File: src/trapezoid_current_profile_generator_macros.svh
// assertion macros shared by the rtl
`ifndef TRAPEZOID_CURRENT_PROFILE_GENERATOR_MACROS_SVH
`define TRAPEZOID_CURRENT_PROFILE_GENERATOR_MACROS_SVH

`ifndef NO_ASSERTIONS

// antecedent holds in a cycle, consequent holds in the same cycle
`define TCPG_ASSERT_SAME(label, clk, rst_n, ante, cons) \
  label: assert property (@(posedge clk) disable iff (!rst_n) (ante) |-> (cons)) \
    else $error("tcpg assertion failed");

// antecedent holds in a cycle, consequent holds in the next one
`define TCPG_ASSERT_NEXT(label, clk, rst_n, ante, cons) \
  label: assert property (@(posedge clk) disable iff (!rst_n) (ante) |=> (cons)) \
    else $error("tcpg assertion failed");

`else

`define TCPG_ASSERT_SAME(label, clk, rst_n, ante, cons)
`define TCPG_ASSERT_NEXT(label, clk, rst_n, ante, cons)

`endif

`endif

File: src/tcpg_pkg.sv
package tcpg_pkg;

  localparam int unsigned CurrentWidthDef = 16;

  localparam int unsigned PeakW   = 15;
  localparam int unsigned LenW    = 16;
  localparam int unsigned SegW    = 3;
  localparam int unsigned StatusW = 2;
  localparam int unsigned CmdW    = 2;
  localparam int unsigned InDataW = 8;
  localparam int unsigned CfgIdxW = 2;
  localparam int unsigned CfgDataW = 16;

  // divider: peak * k / n, quotient never exceeds the peak
  localparam int unsigned DvdW = PeakW + LenW;
  localparam int unsigned DivW = LenW;
  localparam int unsigned QuoW = PeakW;
  localparam int unsigned DivCntW = $clog2(QuoW + 1);

  localparam logic [PeakW-1:0] PeakRst = '0;
  localparam logic [LenW-1:0]  RampRst = 16'd500;
  localparam logic [LenW-1:0]  HoldRst = 16'd500;
  localparam logic [LenW-1:0]  ZeroRst = 16'd100;

  typedef enum logic [CmdW-1:0] {
    CmdTick  = 2'd0,
    CmdStart = 2'd1,
    CmdStop  = 2'd2
  } cmd_e;

  typedef enum logic [StatusW-1:0] {
    StatOk      = 2'd0,
    StatStopped = 2'd1,
    StatFault   = 2'd2,
    StatIgnored = 2'd3
  } status_e;

  typedef enum logic [CfgIdxW-1:0] {
    RegPeak = 2'd0,
    RegRamp = 2'd1,
    RegHold = 2'd2,
    RegZero = 2'd3
  } reg_idx_e;

endpackage

File: src/trapezoid_current_profile_generator.sv
// channel   dir  tdata / data                               tuser
// s_axis    in   [1:0] cmd                                   [0] drive_fault
// m_axis    out  setpoint, drive_enable, segment_index, status  -
// cfg       in   cfg_index_i register, cfg_data_i value      -
//
// start, stop and ticks outside a ramp answer from the accept cycle: the result is registered, valid in the next cycle.
// a ramp tick passes through multiply, divider load, 15 divider steps and the result register.
// the divider (one restoring step per cycle) sets the ramp tick latency.
// rst_ni clears the run state and loads the register defaults; no clearing pass.
// input ready drops while a ramp tick is in flight or the result beat is stalled.
module trapezoid_current_profile_generator #(
  parameter int unsigned CURRENT_WIDTH = tcpg_pkg::CurrentWidthDef,
  localparam int unsigned OutW = ((CURRENT_WIDTH + 6 + 7) / 8) * 8
) (
  input  logic                             clk_i,
  input  logic                             rst_ni,
  input  logic                             s_axis_tvalid_i,
  output logic                             s_axis_tready_o,
  input  logic [tcpg_pkg::InDataW-1:0]     s_axis_tdata_i,   // cmd
  input  logic                             s_axis_tuser_i,   // drive_fault
  output logic                             m_axis_tvalid_o,
  input  logic                             m_axis_tready_i,
  output logic [OutW-1:0]                  m_axis_tdata_o,   // setpoint, drive_enable,
                                                             // segment_index, status
  input  logic                             cfg_valid_i,
  output logic                             cfg_ready_o,
  input  logic [tcpg_pkg::CfgIdxW-1:0]     cfg_index_i,
  input  logic [tcpg_pkg::CfgDataW-1:0]    cfg_data_i
);
  import tcpg_pkg::*;

  `include "trapezoid_current_profile_generator_macros.svh"

  typedef enum logic [1:0] {
    StIdle,
    StMul,
    StDivGo,
    StDiv
  } state_e;

  localparam logic signed [32:0] SatHi = 33'((64'sd1 <<< (CURRENT_WIDTH - 1)) - 64'sd1);
  localparam logic signed [32:0] SatLo = -SatHi;

  function automatic logic [CURRENT_WIDTH-1:0] sat(input logic signed [PeakW+1:0] v);
    logic signed [32:0] w;
    w = 33'(v);
    if (w > SatHi) w = SatHi;
    if (w < SatLo) w = SatLo;
    return w[CURRENT_WIDTH-1:0];
  endfunction

  state_e state_q, state_d;

  logic [PeakW-1:0] peak_cfg_q, peak_cfg_d;
  logic [LenW-1:0]  ramp_q, ramp_d;
  logic [LenW-1:0]  hold_q, hold_d;
  logic [LenW-1:0]  zero_q, zero_d;

  logic             active_q, active_d;
  logic             run_req_q, run_req_d;
  logic [SegW-1:0]  seg_q, seg_d;
  logic [LenW-1:0]  tick_q, tick_d;
  logic [PeakW-1:0] peak_q, peak_d;

  logic [1:0]       rdir_q, rdir_d;
  logic [LenW-1:0]  k_q, k_d;
  logic [LenW-1:0]  n_q, n_d;
  logic [DvdW-1:0]  prod_q, prod_d;

  logic                     out_valid_q, out_valid_d;
  logic [CURRENT_WIDTH-1:0] out_sp_q, out_sp_d;
  logic                     out_en_q, out_en_d;
  logic [SegW-1:0]          out_seg_q, out_seg_d;
  status_e                  out_stat_q, out_stat_d;

  logic              accept;
  cmd_e              cmd;
  logic [LenW-1:0]   cur_len;
  logic [LenW:0]     k_raw;
  logic              div_start;
  logic              div_done;
  logic [QuoW-1:0]   quot;
  logic signed [PeakW+1:0] r_s, p_s, ramp_val;

  assign s_axis_tready_o = (state_q == StIdle) && (!out_valid_q || m_axis_tready_i);
  assign accept          = s_axis_tvalid_i && s_axis_tready_o;
  assign cmd             = cmd_e'(s_axis_tdata_i[CmdW-1:0]);
  assign cfg_ready_o     = 1'b1;

  // a zero length acts as one
  always_comb begin
    if (!seg_q[0]) begin
      cur_len = (ramp_q == '0) ? LenW'(1) : ramp_q;
    end else if (!seg_q[1]) begin
      cur_len = (hold_q == '0) ? LenW'(1) : hold_q;
    end else begin
      cur_len = (zero_q == '0) ? LenW'(1) : zero_q;
    end
  end

  assign k_raw = {1'b0, tick_q} + 1'b1;

  assign div_start = (state_q == StDivGo);

  tcpg_div u_div (
    .clk_i      (clk_i),
    .rst_ni     (rst_ni),
    .start_i    (div_start),
    .dividend_i (prod_q),
    .divisor_i  (n_q),
    .done_o     (div_done),
    .quot_o     (quot)
  );

  assign r_s = {2'b00, quot};
  assign p_s = {2'b00, peak_q};

  always_comb begin
    case (rdir_q)
      2'd0:    ramp_val = r_s;
      2'd1:    ramp_val = p_s - r_s;
      2'd2:    ramp_val = -r_s;
      default: ramp_val = r_s - p_s;
    endcase
  end

  always_comb begin
    state_d     = state_q;
    peak_cfg_d  = peak_cfg_q;
    ramp_d      = ramp_q;
    hold_d      = hold_q;
    zero_d      = zero_q;
    active_d    = active_q;
    run_req_d   = run_req_q;
    seg_d       = seg_q;
    tick_d      = tick_q;
    peak_d      = peak_q;
    rdir_d      = rdir_q;
    k_d         = k_q;
    n_d         = n_q;
    prod_d      = prod_q;
    out_valid_d = out_valid_q && !m_axis_tready_i;
    out_sp_d    = out_sp_q;
    out_en_d    = out_en_q;
    out_seg_d   = out_seg_q;
    out_stat_d  = out_stat_q;

    if (cfg_valid_i) begin
      unique case (reg_idx_e'(cfg_index_i))
        RegPeak: peak_cfg_d = cfg_data_i[PeakW-1:0];
        RegRamp: ramp_d     = cfg_data_i[LenW-1:0];
        RegHold: hold_d     = cfg_data_i[LenW-1:0];
        RegZero: zero_d     = cfg_data_i[LenW-1:0];
        default: ;
      endcase
    end

    unique case (state_q)
      StIdle: begin
        if (accept) begin
          out_valid_d = 1'b1;
          out_sp_d    = '0;
          out_stat_d  = StatOk;
          out_seg_d   = seg_q;
          out_en_d    = active_q;
          unique case (cmd)
            CmdTick: begin
              if (!active_q) begin
                out_seg_d = '0;
              end else if (!run_req_q) begin
                out_stat_d = StatStopped;
                out_en_d   = 1'b0;
                active_d   = 1'b0;
                run_req_d  = 1'b0;
              end else if (s_axis_tuser_i) begin
                out_stat_d = StatFault;
                out_en_d   = 1'b0;
                active_d   = 1'b0;
                run_req_d  = 1'b0;
              end else begin
                if (k_raw >= {1'b0, cur_len}) begin
                  tick_d = '0;
                  seg_d  = seg_q + 1'b1;
                end else begin
                  tick_d = k_raw[LenW-1:0];
                end
                if (!seg_q[0]) begin
                  // ramp point: hold the beat until the divide is done
                  out_valid_d = 1'b0;
                  state_d     = StMul;
                  rdir_d      = seg_q[2:1];
                  n_d         = cur_len;
                  k_d         = (k_raw > {1'b0, cur_len}) ? cur_len : k_raw[LenW-1:0];
                end else if (seg_q[1]) begin
                  out_sp_d = '0;
                end else if (seg_q[2]) begin
                  out_sp_d = sat(-p_s);
                end else begin
                  out_sp_d = sat(p_s);
                end
              end
            end
            CmdStart: begin
              if (active_q) begin
                out_stat_d = StatIgnored;
              end else begin
                peak_d    = peak_cfg_q;
                active_d  = 1'b1;
                run_req_d = 1'b1;
                seg_d     = '0;
                tick_d    = '0;
                out_seg_d = '0;
                out_en_d  = 1'b1;
              end
            end
            CmdStop: begin
              if (active_q) run_req_d = 1'b0;
            end
            default: ;
          endcase
        end
      end
      StMul: begin
        prod_d  = DvdW'(peak_q * k_q);
        state_d = StDivGo;
      end
      StDivGo: begin
        state_d = StDiv;
      end
      StDiv: begin
        if (div_done) begin
          out_sp_d    = sat(ramp_val);
          out_valid_d = 1'b1;
          state_d     = StIdle;
        end
      end
      default: state_d = StIdle;
    endcase
  end

  always_ff @(posedge clk_i or negedge rst_ni) begin
    if (!rst_ni) begin
      state_q     <= StIdle;
      peak_cfg_q  <= PeakRst;
      ramp_q      <= RampRst;
      hold_q      <= HoldRst;
      zero_q      <= ZeroRst;
      active_q    <= 1'b0;
      run_req_q   <= 1'b0;
      seg_q       <= '0;
      tick_q      <= '0;
      peak_q      <= '0;
      rdir_q      <= '0;
      k_q         <= '0;
      n_q         <= '0;
      prod_q      <= '0;
      out_valid_q <= 1'b0;
      out_sp_q    <= '0;
      out_en_q    <= 1'b0;
      out_seg_q   <= '0;
      out_stat_q  <= StatOk;
    end else begin
      state_q     <= state_d;
      peak_cfg_q  <= peak_cfg_d;
      ramp_q      <= ramp_d;
      hold_q      <= hold_d;
      zero_q      <= zero_d;
      active_q    <= active_d;
      run_req_q   <= run_req_d;
      seg_q       <= seg_d;
      tick_q      <= tick_d;
      peak_q      <= peak_d;
      rdir_q      <= rdir_d;
      k_q         <= k_d;
      n_q         <= n_d;
      prod_q      <= prod_d;
      out_valid_q <= out_valid_d;
      out_sp_q    <= out_sp_d;
      out_en_q    <= out_en_d;
      out_seg_q   <= out_seg_d;
      out_stat_q  <= out_stat_d;
    end
  end

  assign m_axis_tvalid_o = out_valid_q;
  assign m_axis_tdata_o  = OutW'({out_stat_q, out_seg_q, out_en_q, out_sp_q});

  `TCPG_ASSERT_SAME(a_busy_not_ready, clk_i, rst_ni, state_q != StIdle, !s_axis_tready_o)
  `TCPG_ASSERT_SAME(a_idle_no_run, clk_i, rst_ni, !active_q, !run_req_q)
  `TCPG_ASSERT_SAME(a_disabled_zero, clk_i, rst_ni, out_valid_q && !out_en_q,
                    out_sp_q == '0)
  `TCPG_ASSERT_NEXT(a_div_result_out, clk_i, rst_ni, state_q == StDiv && div_done,
                    out_valid_q && out_en_q)

endmodule

File: src/tcpg_div.sv
module tcpg_div (
  input  logic                          clk_i,
  input  logic                          rst_ni,
  input  logic                          start_i,
  input  logic [tcpg_pkg::DvdW-1:0]     dividend_i,
  input  logic [tcpg_pkg::DivW-1:0]     divisor_i,
  output logic                          done_o,
  output logic [tcpg_pkg::QuoW-1:0]     quot_o
);
  import tcpg_pkg::*;

  logic               busy_q, busy_d;
  logic               done_q, done_d;
  logic [DivCntW-1:0] cnt_q, cnt_d;
  logic [DivW-1:0]    rem_q, rem_d;
  logic [QuoW-1:0]    quo_q, quo_d;
  logic [DivW-1:0]    div_q, div_d;
  logic [DivW:0]      shifted;
  logic [DivW:0]      diff;
  logic               ge;

  // one restoring step per cycle; the high dividend half is already below the divisor
  assign shifted = {rem_q, quo_q[QuoW-1]};
  assign diff    = shifted - {1'b0, div_q};
  assign ge      = shifted >= {1'b0, div_q};

  always_comb begin
    busy_d = busy_q;
    done_d = 1'b0;
    cnt_d  = cnt_q;
    rem_d  = rem_q;
    quo_d  = quo_q;
    div_d  = div_q;
    if (start_i) begin
      busy_d = 1'b1;
      cnt_d  = DivCntW'(QuoW);
      rem_d  = dividend_i[DvdW-1:QuoW];
      quo_d  = dividend_i[QuoW-1:0];
      div_d  = divisor_i;
    end else if (busy_q) begin
      rem_d = ge ? diff[DivW-1:0] : shifted[DivW-1:0];
      quo_d = {quo_q[QuoW-2:0], ge};
      cnt_d = cnt_q - 1'b1;
      if (cnt_q == DivCntW'(1)) begin
        busy_d = 1'b0;
        done_d = 1'b1;
      end
    end
  end

  always_ff @(posedge clk_i or negedge rst_ni) begin
    if (!rst_ni) begin
      busy_q <= 1'b0;
      done_q <= 1'b0;
      cnt_q  <= '0;
    end else begin
      busy_q <= busy_d;
      done_q <= done_d;
      cnt_q  <= cnt_d;
    end
  end

  always_ff @(posedge clk_i) begin
    rem_q <= rem_d;
    quo_q <= quo_d;
    div_q <= div_d;
  end

  assign done_o = done_q;
  assign quot_o = quo_q;

endmodule

File: config.mk
export PLATFORM = sky130hd
export DESIGN_NAME = trapezoid_current_profile_generator
export DESIGN_NICKNAME = d
export VERILOG_FILES = /design/src/tcpg_pkg.sv /design/src/trapezoid_current_profile_generator.sv /design/src/tcpg_div.sv
export VERILOG_INCLUDE_DIRS = /design/src /design/src/src
export SDC_FILE = /design/constraint.sdc
export NUM_CORES = 1
export LEC_CHECK = 0
export BUFFER_PORTS_ARGS = -buffer_cell sky130_fd_sc_hd__buf_4
export CORE_ASPECT_RATIO = 0.8
export CORE_MARGIN = 8
export CORE_UTILIZATION = 40
export DETAILED_ROUTE_END_ITERATION = 8
export GPL_ROUTABILITY_DRIVEN = 0
export RECOVER_POWER = 100
export SYNTH_ARGS = -nofsm -noshare
export SYNTH_HDL_FRONTEND = slang
export SYNTH_HIERARCHICAL = 1
export SYNTH_SLANG_ARGS = --single-unit
export TNS_END_PERCENT = 30
File: constraint.sdc
create_clock -name clk_i -period 13.7 [get_ports clk_i]
set_input_delay 1.37 -clock clk_i [delete_from_list [all_inputs] [get_ports clk_i]]
set_output_delay 1.37 -clock clk_i [all_outputs]
set_load 0.005 [all_outputs]
==> results.cfg <==
[global_route]
grt_pass1_vias = 17700
antenna_found_initial = 0
grt_pass1_wl_mm = 98.3
groute.usage.overall_pct = 18.8
grt_max_degree = 119
grt_overflow = 0

[cts]
clkLatencyLatePin_ns = 0.58
clock-sinks = 241
cts_setup_buffers = 0
cts-htree-levels = 1
cts_tree = yes
cts-root-buf = clkbuf_16
ctsHoldBuffers = 0
post_cts_resize_count = 0
clockBufferDepth = 3
numCtsBuffers = 27
path_clk_slew_ns = 0.06

[yosys]
yosysTopAreaCell = dfrtp_1
syn_avg_cell_area_um2 = 9.34
synth_seq_area_share_pct = 28.0
synth_flop_cell = dfrtp_1
synth.most_common_cell = nand2_1
synthesis.area_mm2 = 0.0224
yosysUniqueCellTypes = 96
ys_top_cells_by_count = nand2_1, inv_1, fa_1
yosys-top-cells-area = dfrtp_1, fa_1, ha_1, edfxtp_1, mux2_2
synth_seq_cells = 241
synth_top_area_share_pct = 20.0
async_flop_share_pct = 80.5
yosys_warnings = 6
syn-instance-count = 2402
synth_edf_count = 47

[place]
io_buffers = 49
place_hpwl_mm = 46.0

[timing]
max_freq_mhz = 138
period_needed_ns = 7.22
setup_viol = 0
drv_slew = 370
finalCritPeriodShare_pct = 52.7
grt_setup_unrepaired = false
maxSlewHeadroom_pct = -334
hold_viol = 0
setup_tns_ns = 0
worst_pin_slew_ns = 6.51
finalClockSkew_ns = 0.0177

[route]
drc = 0
via_per_inst = 5.66
dr.first_iter.drc_count = 1567
routed_wl_mm = 61.1
ant_nets = 0
dr.pass1.iters = 6
dr_total_vias = 17800
wl_per_cell_um = 19.4

[critical_path]
arrival_ns = 7.69
startpoint_type = register
r2r-start = peak_q[14]
crit_required_ns = 14.17
critPathKind = reg2reg
startpoint = peak_q[14]
end_kind = register
r2r_cells = 21
critical_path.max_fanout = 22

[run_status]
violations = capacitance limit, slew limit
status = finished, violations left

[worst_hold_path]
min_from = n_q[5]
min_path_cells = 0
min_path_type = reg2reg

[floorplanning]
die_area_mm2 = 0.0640
die_x_um = 281
fp.coreArea_mm2 = 0.0554
initial_utilization_pct = 40.5
io_pins = 59
rows = 77
dieHeight_um = 228

[final_layout]
drive_above_1_share_pct = 10.6
fin_util_pct = 43.7
area_growth_pct = 7.96
nets = 2761

[pwr]
ir_drop_mv = 0.130
powerDensity_mw_per_mm2 = 176
power.static_leakage_nw = 11.4
finalPower_w = 0.00427

[job]
max_cap_violations = 8
[flip-flops by register name, indices dropped and copies added, names as in the netlist, 3 cells and up]
name	flops
prod_q	31
hold_q	16
k_q	16
n_q	16
out_sp_q	16
ramp_q	16
tick_q	16
u_div/div_q	16
u_div/rem_q	16
zero_q	16
peak_cfg_q	15
peak_q	15
u_div/quot_o	15
u_div/cnt_q	4
out_seg_q	3
seg_q	3
[critical path, stage by stage (launching register included)]
cell and delay (ns):
dfrtp_1 0.89, nand2_1 0.25, fa_1 0.56, fa_1 0.56, inv_1 0.06, fa_1 0.53, inv_1 0.05, fa_1 0.52
inv_1 0.06, fa_1 0.50, fa_1 0.49, ha_1 0.35, a21oi_1 0.20, o221ai_1 0.14, a21o_1 0.20, a311oi_1 0.55
o21ai_0 0.27, nand2_1 0.16, o2111ai_1 0.18, a21oi_1 0.23, xnor2_1 0.10, mux2_2 0.26
[routing by layer]
| layer | up-vias | global-route usage (%) | routed length (um) |
|---|---|---|---|
| met5 | - | 0 | 0 |
| met4 | 0 | 4.51 | 1430 |
| met3 | 83 | 3.38 | 4530 |
| met2 | 621 | 28.0 | 26500 |
| met1 | 8959 | 27.9 | 28600 |
| li1 | 8158 | - | - |
[worst paths after layout]
kind,endpoint,slack (ns)
worst min-delay path,u_div/div_q[5],0.44
max in group asynchronous,n_q[13],6.85
worst max register to register,prod_q[29],6.48
worst max-delay path,prod_q[29],6.48
worst min register to register,u_div/div_q[5],0.44
min in group asynchronous,hold_q[1],3.24
[logic make-up after synthesis]
| kind of cell | count (synthesis) | synth area share (%) |
|---|---|---|
| compound gates | 488 | 14.4 |
| simple gates | 741 | 16.1 |
| xor+xnor | 66 | 2.58 |
| buf+inv | 382 | 6.56 |
| other cells | 2 | 0.0335 |
| flops | 241 | 28.0 |
| mux | 128 | 6.39 |
| fa+ha+maj | 354 | 25.9 |
[area by class of cell]
| type | instances | area (um^2) |
|---|---|---|
| Clock buffer | 35 | 726 |
| Sequential cell | 241 | 6280 |
| Antenna cell | 1 | 2.50 |
| Tap cell | 750 | 938 |
| Multi-Input combinational cell | 1780 | 14700 |
| Fill cell | 5317 | 31200 |
| Inverter | 262 | 983 |
| Clock inverter | 15 | 180 |
| Timing Repair Buffer | 63 | 454 |
[power breakdown]
| part | internal [W] | switching, W |
|---|---|---|
| registers | 0.000962 | 0.000264 |
| clock network | 0.000435 | 0.000320 |
| logic | 0.000869 | 0.00142 |
| total | 0.00227 | 0.00201 |
[metrics by stage]
step / hold WS, ns / instance area, um^2 / cells / setup slack (ns)
after floorplan: 0.421 / 22400 / 2403 / 7.30
after global placement: 0.435 / 23400 / 3096 / 6.80
after detailed placement: 0.431 / 23400 / 3096 / 6.62
after CTS: 0.447 / 24300 / 3146 / 6.60
after global routing: 0.455 / 24200 / 3146 / 5.51
final: 0.443 / 24200 / 3147 / 6.48
[cells in the final DEF (no fill, tap or decap), types with 11 or more instances in the layout]
master | Yosys | routed
a211oi_1 | 13 | 13
a21o_1 | 39 | 39
a21oi_1 | 76 | 76
a22oi_1 | 17 | 17
a31oi_1 | 24 | 24
and2_1 | 126 | 122
and3_1 | 17 | 17
buf_4 | 5 | 34
clkbuf_1 | 105 | 11
clkbuf_16 | 0 | 27
clkbuf_4 | 0 | 24
dfrtp_1 | 179 | 179
dfstp_2 | 15 | 15
edfxtp_1 | 47 | 47
fa_1 | 183 | 183
ha_1 | 171 | 171
inv_1 | 260 | 260
mux2_2 | 112 | 111
mux2i_1 | 15 | 15
nand2_1 | 311 | 311
nand3_1 | 46 | 46
nand4_1 | 13 | 13
nor2_1 | 93 | 93
nor2b_1 | 17 | 17
nor3_1 | 27 | 27
nor4_1 | 24 | 24
o211ai_1 | 16 | 16
o21a_1 | 16 | 16
o21ai_0 | 158 | 158
o221ai_1 | 11 | 11
o31ai_1 | 12 | 12
or3_1 | 14 | 14
xnor2_1 | 50 | 50
xor2_1 | 16 | 16
Power figures use the tool's default switching activity.
